$ cat src/design/eos_pkg.sv
// Shared types and codes for the elevator order scheduler.
// Holds command, direction and button codes and the controller/datapath handshake structs.
// No dependencies.
`timescale 1ns / 1ps

package eos_pkg;

    typedef enum logic [2:0] {
        CMD_ADD         = 3'd0,
        CMD_CLEAR_FLOOR = 3'd1,
        CMD_CLEAR_ALL   = 3'd2,
        CMD_DIRECTION   = 3'd3,
        CMD_TARGET      = 3'd4
    } cmd_t;

    typedef enum logic [1:0] {
        DIR_STOP = 2'd0,
        DIR_UP   = 2'd1,
        DIR_DOWN = 2'd2
    } dir_t;

    // Button kinds of an order, also the bit position within a floor's row
    localparam logic [1:0] BTN_UP   = 2'd0;
    localparam logic [1:0] BTN_DOWN = 2'd1;
    localparam logic [1:0] BTN_CAB  = 2'd2;

    typedef enum logic [2:0] {
        S_IDLE,
        S_EXEC,
        S_SCAN,
        S_FINISH,
        S_OUT
    } ctrl_state_t;

    // Controller to datapath
    typedef struct packed {
        logic load_in;
        logic exec;
        logic scan;
        logic finish;
        logic load_out;
    } dp_cmd_t;

    // Datapath to controller
    typedef struct packed {
        logic scan_cmd;
        logic scan_last;
        logic out_free;
    } dp_stat_t;

endpackage

$ cat src/design/eos_ctrl.sv
// Sequencing controller for the elevator order scheduler.
// Steps each request through execute, floor scan and finish for scanning commands, and output load.
// Depends on eos_pkg.
`timescale 1ns / 1ps

module eos_ctrl (
    input  logic             clk,
    input  logic             rst_n,
    input  logic             in_valid,
    output logic             in_ready,
    input  eos_pkg::dp_stat_t stat,
    output eos_pkg::dp_cmd_t  cmd
);

    eos_pkg::ctrl_state_t state_reg;
    eos_pkg::ctrl_state_t state_next;

    always_ff @(posedge clk or negedge rst_n)
    begin
        if (!rst_n)
        begin
            state_reg <= eos_pkg::S_IDLE;
        end
        else
        begin
            state_reg <= state_next;
        end
    end

    always_comb
    begin
        state_next = state_reg;
        cmd        = '0;
        in_ready   = 1'b0;
        case (state_reg)
            eos_pkg::S_IDLE:
            begin
                in_ready = 1'b1;
                if (in_valid)
                begin
                    cmd.load_in = 1'b1;
                    state_next  = eos_pkg::S_EXEC;
                end
            end
            eos_pkg::S_EXEC:
            begin
                cmd.exec = 1'b1;
                if (stat.scan_cmd)
                begin
                    state_next = eos_pkg::S_SCAN;
                end
                else
                begin
                    state_next = eos_pkg::S_OUT;
                end
            end
            eos_pkg::S_SCAN:
            begin
                cmd.scan = 1'b1;
                if (stat.scan_last)
                begin
                    state_next = eos_pkg::S_FINISH;
                end
            end
            eos_pkg::S_FINISH:
            begin
                cmd.finish = 1'b1;
                state_next = eos_pkg::S_OUT;
            end
            eos_pkg::S_OUT:
            begin
                // hold until the output register can take the result
                if (stat.out_free)
                begin
                    cmd.load_out = 1'b1;
                    state_next   = eos_pkg::S_IDLE;
                end
            end
            default:
            begin
                state_next = eos_pkg::S_IDLE;
            end
        endcase
    end

endmodule

$ cat src/design/eos_dpath.sv
// Datapath for the elevator order scheduler: order table, direction, target,
// one-floor-per-cycle scan unit and the output register.
// Depends on eos_pkg.
`timescale 1ns / 1ps

module eos_dpath #(
    parameter int FLOORS = 4
) (
    input  logic              clk,
    input  logic              rst_n,
    input  eos_pkg::dp_cmd_t  cmd,
    output eos_pkg::dp_stat_t stat,
    input  logic [2:0]        in_command,
    input  logic [1:0]        in_button,
    input  logic [1:0]        in_floor,
    input  logic [1:0]        in_current_floor,
    output logic              out_valid,
    input  logic              out_ready,
    output logic [23:0]       out_data
);

    localparam int IW = $clog2(FLOORS);
    localparam int PF = (FLOORS < 4) ? FLOORS : 4;
    localparam logic [IW-1:0] LAST = IW'(FLOORS - 1);

    logic [2:0]          order_reg [FLOORS];
    logic [2:0]          order_next [FLOORS];
    logic [2:0]          cmd_reg, cmd_next;
    logic [1:0]          btn_reg, btn_next;
    logic [1:0]          flr_reg, flr_next;
    logic [IW-1:0]       cur_reg, cur_next;
    logic [IW-1:0]       idx_reg, idx_next;
    logic [IW-1:0]       acc_a_reg, acc_a_next;
    logic [IW-1:0]       acc_b_reg, acc_b_next;
    logic                hit_a_reg, hit_a_next;
    logic                hit_b_reg, hit_b_next;
    eos_pkg::dir_t       dir_reg, dir_next;
    logic [1:0]          tgt_reg, tgt_next;
    logic                empty_reg, empty_next;
    logic                out_valid_reg, out_valid_next;
    logic [23:0]         out_data_reg, out_data_next;

    logic [2:0]          row;
    logic                nz;
    logic                match_a, first_a, match_b, first_b;
    logic [IW-1:0]       flr_idx;
    logic                flr_ok;
    logic [IW-1:0]       found;
    logic [11:0]         pending;

    always_ff @(posedge clk or negedge rst_n)
    begin
        if (!rst_n)
        begin
            for (int f = 0; f < FLOORS; f++)
            begin
                order_reg[f] <= '0;
            end
            dir_reg       <= eos_pkg::DIR_STOP;
            tgt_reg       <= '0;
            empty_reg     <= 1'b1;
            idx_reg       <= '0;
            out_valid_reg <= 1'b0;
        end
        else
        begin
            order_reg     <= order_next;
            dir_reg       <= dir_next;
            tgt_reg       <= tgt_next;
            empty_reg     <= empty_next;
            idx_reg       <= idx_next;
            out_valid_reg <= out_valid_next;
        end
    end

    always_ff @(posedge clk)
    begin
        cmd_reg      <= cmd_next;
        btn_reg      <= btn_next;
        flr_reg      <= flr_next;
        cur_reg      <= cur_next;
        acc_a_reg    <= acc_a_next;
        acc_b_reg    <= acc_b_next;
        hit_a_reg    <= hit_a_next;
        hit_b_reg    <= hit_b_next;
        out_data_reg <= out_data_next;
    end

    assign row     = order_reg[idx_reg];
    assign nz      = |row;
    assign flr_idx = IW'(flr_reg);
    assign flr_ok  = (32'(flr_reg) < FLOORS);

    // Match rules of the scan, per command and direction
    always_comb
    begin
        match_a = 1'b0;
        first_a = 1'b0;
        match_b = 1'b0;
        first_b = 1'b0;
        case (cmd_reg)
            eos_pkg::CMD_CLEAR_FLOOR:
            begin
                match_a = nz;
            end
            eos_pkg::CMD_DIRECTION:
            begin
                case (dir_reg)
                    eos_pkg::DIR_STOP: match_a = nz;
                    eos_pkg::DIR_UP:   match_a = nz && (idx_reg >= cur_reg);
                    eos_pkg::DIR_DOWN:
                    begin
                        match_a = nz && (idx_reg <= cur_reg);
                        first_a = 1'b1;
                    end
                    default: match_a = 1'b0;
                endcase
            end
            eos_pkg::CMD_TARGET:
            begin
                case (dir_reg)
                    eos_pkg::DIR_UP:
                    begin
                        match_a = (row[eos_pkg::BTN_CAB] || row[eos_pkg::BTN_UP])
                               && (idx_reg > cur_reg);
                        first_a = 1'b1;
                        match_b = row[eos_pkg::BTN_DOWN] && (idx_reg > cur_reg);
                    end
                    eos_pkg::DIR_DOWN:
                    begin
                        match_a = (row[eos_pkg::BTN_CAB] || row[eos_pkg::BTN_DOWN])
                               && (idx_reg < cur_reg);
                        match_b = row[eos_pkg::BTN_UP] && (idx_reg < cur_reg);
                        first_b = 1'b1;
                    end
                    default: match_a = 1'b0;
                endcase
            end
            default: match_a = 1'b0;
        endcase
    end

    // Default of the direction search when nothing matched
    always_comb
    begin
        case (dir_reg)
            eos_pkg::DIR_UP:   found = hit_a_reg ? acc_a_reg : LAST;
            eos_pkg::DIR_DOWN: found = hit_a_reg ? acc_a_reg : '0;
            default:           found = hit_a_reg ? acc_a_reg : cur_reg;
        endcase
    end

    always_comb
    begin
        pending = '0;
        for (int f = 0; f < PF; f++)
        begin
            pending[3*f +: 3] = order_reg[f];
        end
    end

    always_comb
    begin
        order_next     = order_reg;
        cmd_next       = cmd_reg;
        btn_next       = btn_reg;
        flr_next       = flr_reg;
        cur_next       = cur_reg;
        idx_next       = idx_reg;
        acc_a_next     = acc_a_reg;
        acc_b_next     = acc_b_reg;
        hit_a_next     = hit_a_reg;
        hit_b_next     = hit_b_reg;
        dir_next       = dir_reg;
        tgt_next       = tgt_reg;
        empty_next     = empty_reg;
        out_valid_next = out_valid_reg;
        out_data_next  = out_data_reg;

        if (cmd.load_in)
        begin
            cmd_next = in_command;
            btn_next = in_button;
            flr_next = in_floor;
            // clamp the car position into the table
            if (32'(in_current_floor) >= FLOORS)
            begin
                cur_next = LAST;
            end
            else
            begin
                cur_next = IW'(in_current_floor);
            end
        end

        if (cmd.exec)
        begin
            idx_next   = '0;
            hit_a_next = 1'b0;
            hit_b_next = 1'b0;
            case (cmd_reg)
                eos_pkg::CMD_ADD:
                begin
                    if (btn_reg <= eos_pkg::BTN_CAB && flr_ok)
                    begin
                        order_next[flr_idx] = order_reg[flr_idx] | (3'b001 << btn_reg);
                        empty_next          = 1'b0;
                    end
                end
                eos_pkg::CMD_CLEAR_FLOOR:
                begin
                    if (flr_ok)
                    begin
                        order_next[flr_idx] = '0;
                    end
                end
                eos_pkg::CMD_CLEAR_ALL:
                begin
                    for (int f = 0; f < FLOORS; f++)
                    begin
                        order_next[f] = '0;
                    end
                    empty_next = 1'b1;
                end
                default: empty_next = empty_reg;
            endcase
        end

        if (cmd.scan)
        begin
            if (match_a && (!first_a || !hit_a_reg))
            begin
                acc_a_next = idx_reg;
                hit_a_next = 1'b1;
            end
            if (match_b && (!first_b || !hit_b_reg))
            begin
                acc_b_next = idx_reg;
                hit_b_next = 1'b1;
            end
            if (idx_reg != LAST)
            begin
                idx_next = idx_reg + 1'b1;
            end
        end

        if (cmd.finish)
        begin
            case (cmd_reg)
                eos_pkg::CMD_CLEAR_FLOOR:
                begin
                    empty_next = !hit_a_reg;
                end
                eos_pkg::CMD_DIRECTION:
                begin
                    case (dir_reg)
                        eos_pkg::DIR_STOP:
                        begin
                            if (found > cur_reg)
                            begin
                                dir_next = eos_pkg::DIR_UP;
                            end
                            else if (found < cur_reg)
                            begin
                                dir_next = eos_pkg::DIR_DOWN;
                            end
                        end
                        eos_pkg::DIR_UP, eos_pkg::DIR_DOWN:
                        begin
                            if (found == cur_reg)
                            begin
                                dir_next = eos_pkg::DIR_STOP;
                            end
                        end
                        default: dir_next = dir_reg;
                    endcase
                end
                eos_pkg::CMD_TARGET:
                begin
                    if (hit_a_reg)
                    begin
                        tgt_next = 2'(acc_a_reg);
                    end
                    else if (hit_b_reg)
                    begin
                        tgt_next = 2'(acc_b_reg);
                    end
                end
                default: dir_next = dir_reg;
            endcase
        end

        if (out_valid_reg && out_ready)
        begin
            out_valid_next = 1'b0;
        end
        if (cmd.load_out)
        begin
            out_valid_next = 1'b1;
            out_data_next  = {7'b0, pending, tgt_reg, dir_reg, empty_reg};
        end
    end

    assign stat.scan_cmd  = (cmd_reg == eos_pkg::CMD_CLEAR_FLOOR)
                         || (cmd_reg == eos_pkg::CMD_DIRECTION)
                         || (cmd_reg == eos_pkg::CMD_TARGET);
    assign stat.scan_last = (idx_reg == LAST);
    assign stat.out_free  = !out_valid_reg || out_ready;

    assign out_valid = out_valid_reg;
    assign out_data  = out_data_reg;

endmodule

$ cat src/design/elevator_order_scheduler.sv
// Elevator order scheduler, top level.
// Add, clear-all and unknown commands pass from the taken request through the execute and
// output-load states; clear-floor, direction and target updates also pass through the
// scan unit, which visits one floor of the order table per cycle, and a finish state.
// The block takes a new request only once the previous result is in the output register.
// Reset (rst_n low, asynchronous): orders cleared, direction stop, target 0, empty set.
`timescale 1ns / 1ps

module elevator_order_scheduler #(
    parameter int FLOORS = 4
) (
    input  logic        clk,
    input  logic        rst_n,
    // request channel
    input  logic        s_tvalid,
    output logic        s_tready,
    input  logic [7:0]  s_tdata,  // [1:0] button, [3:2] floor, [5:4] current_floor, [7:6] zero
    input  logic [2:0]  s_tuser,  // [2:0] command
    // result channel
    output logic        m_tvalid,
    input  logic        m_tready,
    output logic [23:0] m_tdata   // [0] queue_empty, [2:1] direction, [4:3] target_floor,
                                  // [16:5] pending_orders, [23:17] zero
);

    eos_pkg::dp_cmd_t  dp_cmd;
    eos_pkg::dp_stat_t dp_stat;

    // Controller: take one request at a time, sequence the scan, hold for the output
    eos_ctrl u_ctrl (
        .clk      (clk),
        .rst_n    (rst_n),
        .in_valid (s_tvalid),
        .in_ready (s_tready),
        .stat     (dp_stat),
        .cmd      (dp_cmd)
    );

    // Datapath: order table, direction and target state, scan unit and result register.
    // The result register lets the next request in while a result still waits.
    eos_dpath #(
        .FLOORS (FLOORS)
    ) u_dpath (
        .clk              (clk),
        .rst_n            (rst_n),
        .cmd              (dp_cmd),
        .stat             (dp_stat),
        .in_command       (s_tuser),
        .in_button        (s_tdata[1:0]),
        .in_floor         (s_tdata[3:2]),
        .in_current_floor (s_tdata[5:4]),
        .out_valid        (m_tvalid),
        .out_ready        (m_tready),
        .out_data         (m_tdata)
    );

endmodule

$ cat config.mk
export PLATFORM = sky130hd
export DESIGN_NAME = elevator_order_scheduler
export DESIGN_NICKNAME = d
export VERILOG_FILES = /design/src/design/eos_pkg.sv /design/src/design/eos_ctrl.sv /design/src/design/eos_dpath.sv /design/src/design/elevator_order_scheduler.sv
export SDC_FILE = /design/constraint.sdc
export NUM_CORES = 1
export LEC_CHECK = 0
export BUFFER_PORTS_ARGS = -buffer_cell sky130_fd_sc_hd__buf_4
export CAP_MARGIN = 20
export CORE_AREA = 5 5 93 86
export DETAILED_ROUTE_END_ITERATION = 8
export DIE_AREA = 0 0 98 91
export PLACE_DENSITY = 0.7
export RECOVER_POWER = 100
export SLEW_MARGIN = 20
export SYNTH_ARGS = -nofsm -noshare
export SYNTH_HDL_FRONTEND = slang
export SYNTH_HIERARCHICAL = 1
export SYNTH_SLANG_ARGS = --single-unit
$ cat constraint.sdc
create_clock -name clk -period 2.69 [get_ports clk]
set_clock_uncertainty 0.1 [all_clocks]
set_input_delay 0.269 -clock clk [delete_from_list [all_inputs] [get_ports clk]]
set_output_delay 0.269 -clock clk [all_outputs]
set_load 0.02 [all_outputs]
==> summary.txt, run 1 <==
Global routing
  – Number of global-route vias before repair: 1,773
  – Tot GR Track Use: 12.2%
  – First-pass GRT wire length: 8.83 mm
  – Grt total ovfl: 0
  – Initial antenna violation count: 0
  – Largest net degree at the start of global routing: 24

Drt
  – Total length of routed wires: 5.28 mm
  – WL/cell: 15.0 µm
  – Initial DRC count: 118
  – DRC errors left: 0
  – DR vias/cell: 5.14
  – 1st-pass router iterations: 6
  – DR vias: 1,808
  – Antenna-violating nets left: 0

Cells and area
  – Most common cell after layout, fill and taps aside: edfxtp_1
  – Most frequent cells in the layout: edfxtp_1, clkbuf_1, dfrtp_1
  – Share of layout cells above drive strength 1: 20.8%
  – Antenna Cells: 0
  – Layout Nets: 282
  – Final core occ: 44.7%
  – Final Non-Filler Cells: 352
  – # fillers: 643
  – Storage cell area: 0.00152 mm²
  – Area growth syn-to-layout: 15.3%
  – Area of the multi-input gates: 0.00107 mm²

Timing
  – Period utilisation layout: 99.2%
  – RSZ-0062 raised after global routing: true
  – Minimum clock period: 2670 ps
  – Worst slew pin tran: 1320 ps
  – Rel. slew slack: 12.2%
  – Hold violation total from the final report: 0
  – Max Freq: 375 MHz
  – Final setup viols: 0
  – Max Slew Vio Count: 0

Floorplan
  – Die Span Y: 91 µm
  – # IOs: 41
  – Initial Utilization: 38.7%
  – Die area: 0.00892 mm²
  – FP Rows: 29
  – Core box area: 0.00693 mm²
  – Die Wd: 98 µm

Power
  – VDD IR-drop max: 0.471 mV
  – Pwr Density: 982 mW/mm²
  – Pwr Total: 3.04 mW
  – Leakage power: 1.23 nW

Flow run
  – Max-cap violation count: 0

Setup path
  – CP required: 2780 ps
  – Critical path peak fanout: 4
  – Reg2reg path depth: 12
  – Worst Path Arrival: 2760 ps
  – CP Capture Type: flip-flop
  – WS Path Type: reg -> reg
  – Worst setup SP type: flip-flop

Hold path
  – Hold Path Stages: 1
  – Hold crit path type: in -> reg

Placed design
  – Detailed-placement wirelength estimate: 3.94 mm
  – Routability cong.: 0.829
  – IO buf count: 31
  – Number of instances in the placed design: 339

Synthesis
  – Number of synthesized flops with an enable pin: 30
  – Synth Register Bits: 55
  – Post-synth ARST share: 41.8%
  – Synth Cell Area: 0.00269 mm²
  – Synthesized instance count: 213
  – Seq/Total Area, Yosys: 56.5%
  – Ys Warns: 6
  – Unique masters post-synth: 50
  – Top_reg_cell synth: edfxtp_1
  – Avg Cell Area, Syn: 12.6 µm²

Clock tree
  – Worst-path clk slew: 100 ps
  – CTS tree: yes
  – TritonCTS buffer count: 5
  – H-tree depth: 2
  – CTS sink cnt: 55
  – Root Driver: clkbuf_8
  – Clk Latency, worst-skew pair: 300 ps
  – Clock buffer depth: 2

Run status
  – Status: completed
power breakdown:
group          total [mW]  switching (mW)  leakage (nW)  internal, mW
registers            1.41           0.224         0.606          1.19
logic                1.17           0.648         0.573         0.523
clock network       0.457           0.268        0.0489         0.189
total                3.04            1.14          1.23          1.90
area by class of cell:
type,instances,share of cell area (%)
clock buffer,5,2.22
clock inverter,3,0.727
inverter,10,1.21
multi-input combinational,141,34.6
sequential,55,49.0
tap,93,3.76
timing repair buffer,45,8.44
per-layer routing:
metal	GRT usage (%)	wire length (µm)	up-vias	share of wire [%]
met5	0	0	-	0
met4	3.34	81	0	1.5
met3	2.61	284	9	5.4
met2	18.7	2390	65	45
met1	17.7	2530	873	48
li1	-	-	861	-
kinds of logic after synthesis:
kind of cell,count (synthesis),synth area share (%)
and+or+nand+nor,67,13.6
AOI/OAI and AO/OA,39,10.6
muxes,18,9.60
xor gates and xnor gates,1,0.326
DFF,55,56.5
buffers and inverters,23,5.08
adders and majority gates,9,4.19
other,1,0.140
final timing paths:
check                                 endpoint               start  slack, ps
max                         u_dpath/dir_reg[1]  u_dpath/dir_reg[0]         20
min                         u_dpath/flr_idx[0]          s_tdata[2]         50
max reg2reg                 u_dpath/dir_reg[1]  u_dpath/dir_reg[0]         20
min reg2reg                u_dpath/out_data[3]  u_dpath/tgt_reg[0]        360
max in group asynchronous   u_dpath/dir_reg[1]               rst_n       1050
min in group asynchronous            async pin               rst_n        670
cells in the mapped netlist (all sizes together), types with 6 or more instances:
library cell   n  area (µm²)
a21oi          6        30.0
a31o           7        61.3
buf           10        86.3
dfrtp         22         551
edfxtp        30         901
ha             9         113
inv           10        37.5
mux2i         10         100
mux4           6         135
nand2         15        56.3
nand2b         9        56.3
nor2          14        52.6
o21ai         10        50.0
worst max-delay path, cell delays in order (launching register included):
cell	delay [ps]
dfrtp_1	390
inv_2	70
ha_4	280
inv_2	30
a211o_1	230
o31ai_1	70
a21oi_1	90
ha_1	310
nand2_1	70
nand2_1	60
o21ai_1	60
or4b_4	490
mux2_4	310
repair_timing:
item	CTS	global route
endpoints found under the hold margin	22	0
pin swaps	6	5
setup buffers	3	1
resized for setup	9	1
endpoints found under the setup margin	2	2
hold buffers	1	0
metrics by stage:
| stage | instance area [µm²] | setup TNS, ps | hold WS [ps] | setup slack [ps] |
|---|---|---|---|---|
| after floorplan | 2730 | 0 | -127 | 32.0 |
| after global placement | 3050 | 0 | 93.6 | 40.0 |
| final | 3100 | 0 | 53.1 | 20.8 |
| after detailed placement | 3050 | -78.1 | 92.5 | -43.5 |
| after global routing | 3100 | -133 | 32.9 | -84.4 |
| after CTS | 3190 | -13.5 | 19.6 | -13.5 |
No activity file was read; power rests on OpenSTA's default activity.
==> run 2: changes to the inputs <==
--- a/config.mk
+++ b/config.mk
@@ -5,7 +5,7 @@
 export SDC_FILE = /design/constraint.sdc
 export NUM_CORES = 1
 export LEC_CHECK = 0
-export BUFFER_PORTS_ARGS = -buffer_cell sky130_fd_sc_hd__buf_4
+export BUFFER_PORTS_ARGS = -buffer_cell sky130_fd_sc_hd__buf_2
 export CAP_MARGIN = 20
 export CORE_AREA = 5 5 93 86
 export DETAILED_ROUTE_END_ITERATION = 8
==> summary.txt, run 2 (same netlist as run 1, synthesis figures left out) <==
Run status
  – Status: completed

Drt
  – Total length of routed wires: 5.14 mm
  – Initial DRC count: 139
  – 1st-pass router iterations: 4
  – DRC errors left: 0
  – Antenna-violating nets left: 0
  – WL/cell: 14.7 µm
  – DR vias: 1,778
  – DR vias/cell: 5.07

Timing
  – Hold violation total from the final report: 0
  – Max Slew Vio Count: 0
  – Final setup margin: 26.4 ps
  – RSZ-0062 raised after global routing: true
  – Fin Hold WS: 24.0 ps
  – Final setup viols: 0
  – Minimum clock period: 2660 ps
  – Rel. slew slack: 61.0%
  – Worst slew pin tran: 581 ps
  – Period utilisation layout: 99.0%
  – Max Freq: 375 MHz

Cells and area
  – Area growth syn-to-layout: 17.1%
  – Layout Nets: 281
  – Final Non-Filler Cells: 351
  – # fillers: 637
  – Area of the multi-input gates: 0.00112 mm²
  – Final core occ: 45.4%
  – Storage cell area: 0.00152 mm²
  – Antenna Cells: 0
  – Most frequent cells in the layout: buf_2, edfxtp_1, dfrtp_1
  – Share of layout cells above drive strength 1: 30.6%
  – Most common cell after layout, fill and taps aside: buf_2

Placed design
  – Detailed-placement wirelength estimate: 3.85 mm
  – Routability cong.: 0.831
  – IO buf count: 31
  – Placement Setup Slack: -28.4 ps
  – Number of instances in the placed design: 338

Floorplan
  – Die Span Y: 91 µm
  – Core box area: 0.00693 mm²
  – Die area: 0.00892 mm²
  – Initial Utilization: 38.7%
  – FP Rows: 29
  – Die Wd: 98 µm
  – # IOs: 41

Clock tree
  – Clock buffer depth: 2
  – H-tree depth: 2
  – CTS sink cnt: 55
  – CTS tree: yes
  – TritonCTS buffer count: 5
  – Clk Latency, worst-skew pair: 310 ps
  – Root Driver: clkbuf_8
  – Worst-path clk slew: 100 ps

Setup path
  – CP Capture Type: flip-flop
  – Worst setup SP type: flip-flop
  – Reg2reg path depth: 12
  – Critical path peak fanout: 5
  – R2R Setup Slk: 30 ps
  – Worst Path Arrival: 2770 ps
  – CP required: 2800 ps
  – Worst r2r src: u_dpath/dir_reg[0]
  – R2R Path End: u_dpath/dir_reg[1]
  – WS Path Type: reg -> reg

Hold path
  – Min-delay src: s_tuser[1]
  – Hold crit path type: in -> reg
  – Hold Path Stages: 1
  – Hold Path End: u_dpath/cmd_reg[1]

Global routing
  – First-pass GRT wire length: 8.76 mm
  – Largest net degree at the start of global routing: 24
  – Number of global-route vias before repair: 1,751
  – Tot GR Track Use: 12.1%
  – Grt total ovfl: 0
  – Initial antenna violation count: 0

Flow run
  – Max-cap violation count: 0

Power
  – Leakage power: 1.30 nW
  – VDD IR-drop max: 0.431 mV
  – Pwr Total: 3.10 mW
  – Pwr Density: 987 mW/mm²
## run 2: routing by layer
metal | global-route usage [%] | wire, µm | vias up
met5 | 0 | 0 | -
met1 | 17.1 | 2420 | 850
met4 | 3.46 | 65 | 0
met3 | 2.91 | 323 | 7
met2 | 18.8 | 2340 | 62
li1 | - | - | 859
## run 2: worst max-delay path by stage
stage | start | end | depth (start not counted)
after floorplan | u_dpath/dir_reg[0] | u_dpath/dir_reg[0] | 12
after global routing | u_dpath/dir_reg[1] | u_dpath/dir_reg[1] | 12
after global placement | u_dpath/dir_reg[0] | u_dpath/dir_reg[1] | 12
final | u_dpath/dir_reg[0] | u_dpath/dir_reg[1] | 12
after detailed placement | u_dpath/dir_reg[1] | u_dpath/dir_reg[1] | 12
after CTS | u_dpath/dir_reg[0] | u_dpath/dir_reg[1] | 12
## run 2: final cells by class
type | instances | area share, %
multi-input cells | 141 | 35.5
clock inverters | 3 | 0.876
flip-flops and latches | 55 | 48.3
well taps | 93 | 3.70
repair buffers | 44 | 8.24
clock buffers | 5 | 2.19
inverters | 10 | 1.19
## run 2: stage by stage
stage,TNS (ps),instance area (µm²)
detailed placement,-49.9,2970
floorplan,0,2730
global placement,0,2970
CTS,-2.73,3120
global route,-130,3140
finish,0,3140
## run 2: power breakdown
| group | switching (mW) | internal [mW] | total, mW |
|---|---|---|---|
| logic | 0.640 | 0.559 | 1.20 |
| registers | 0.238 | 1.19 | 1.43 |
| clock network | 0.286 | 0.193 | 0.480 |
## run 2: critical path, cell delays in order, from the launching register on
cell and delay [ps]:
dfrtp_1 390, inv_2 70, ha_4 290, inv_2 30, a211o_1 240, o31ai_1 70, a21oi_1 80, ha_1 320
nand2_2 80, nand2_2 60, o21ai_2 50, or4b_4 500, mux2_4 310
## run 2: timing repair
item,CTS,global route
setup endpoints to repair,2,2
hold buffers,1,0
setup buffers,4,0
endpoints found under the hold margin,22,0
gates resized for setup,9,6
pin swaps,6,2
gates cloned,0,0
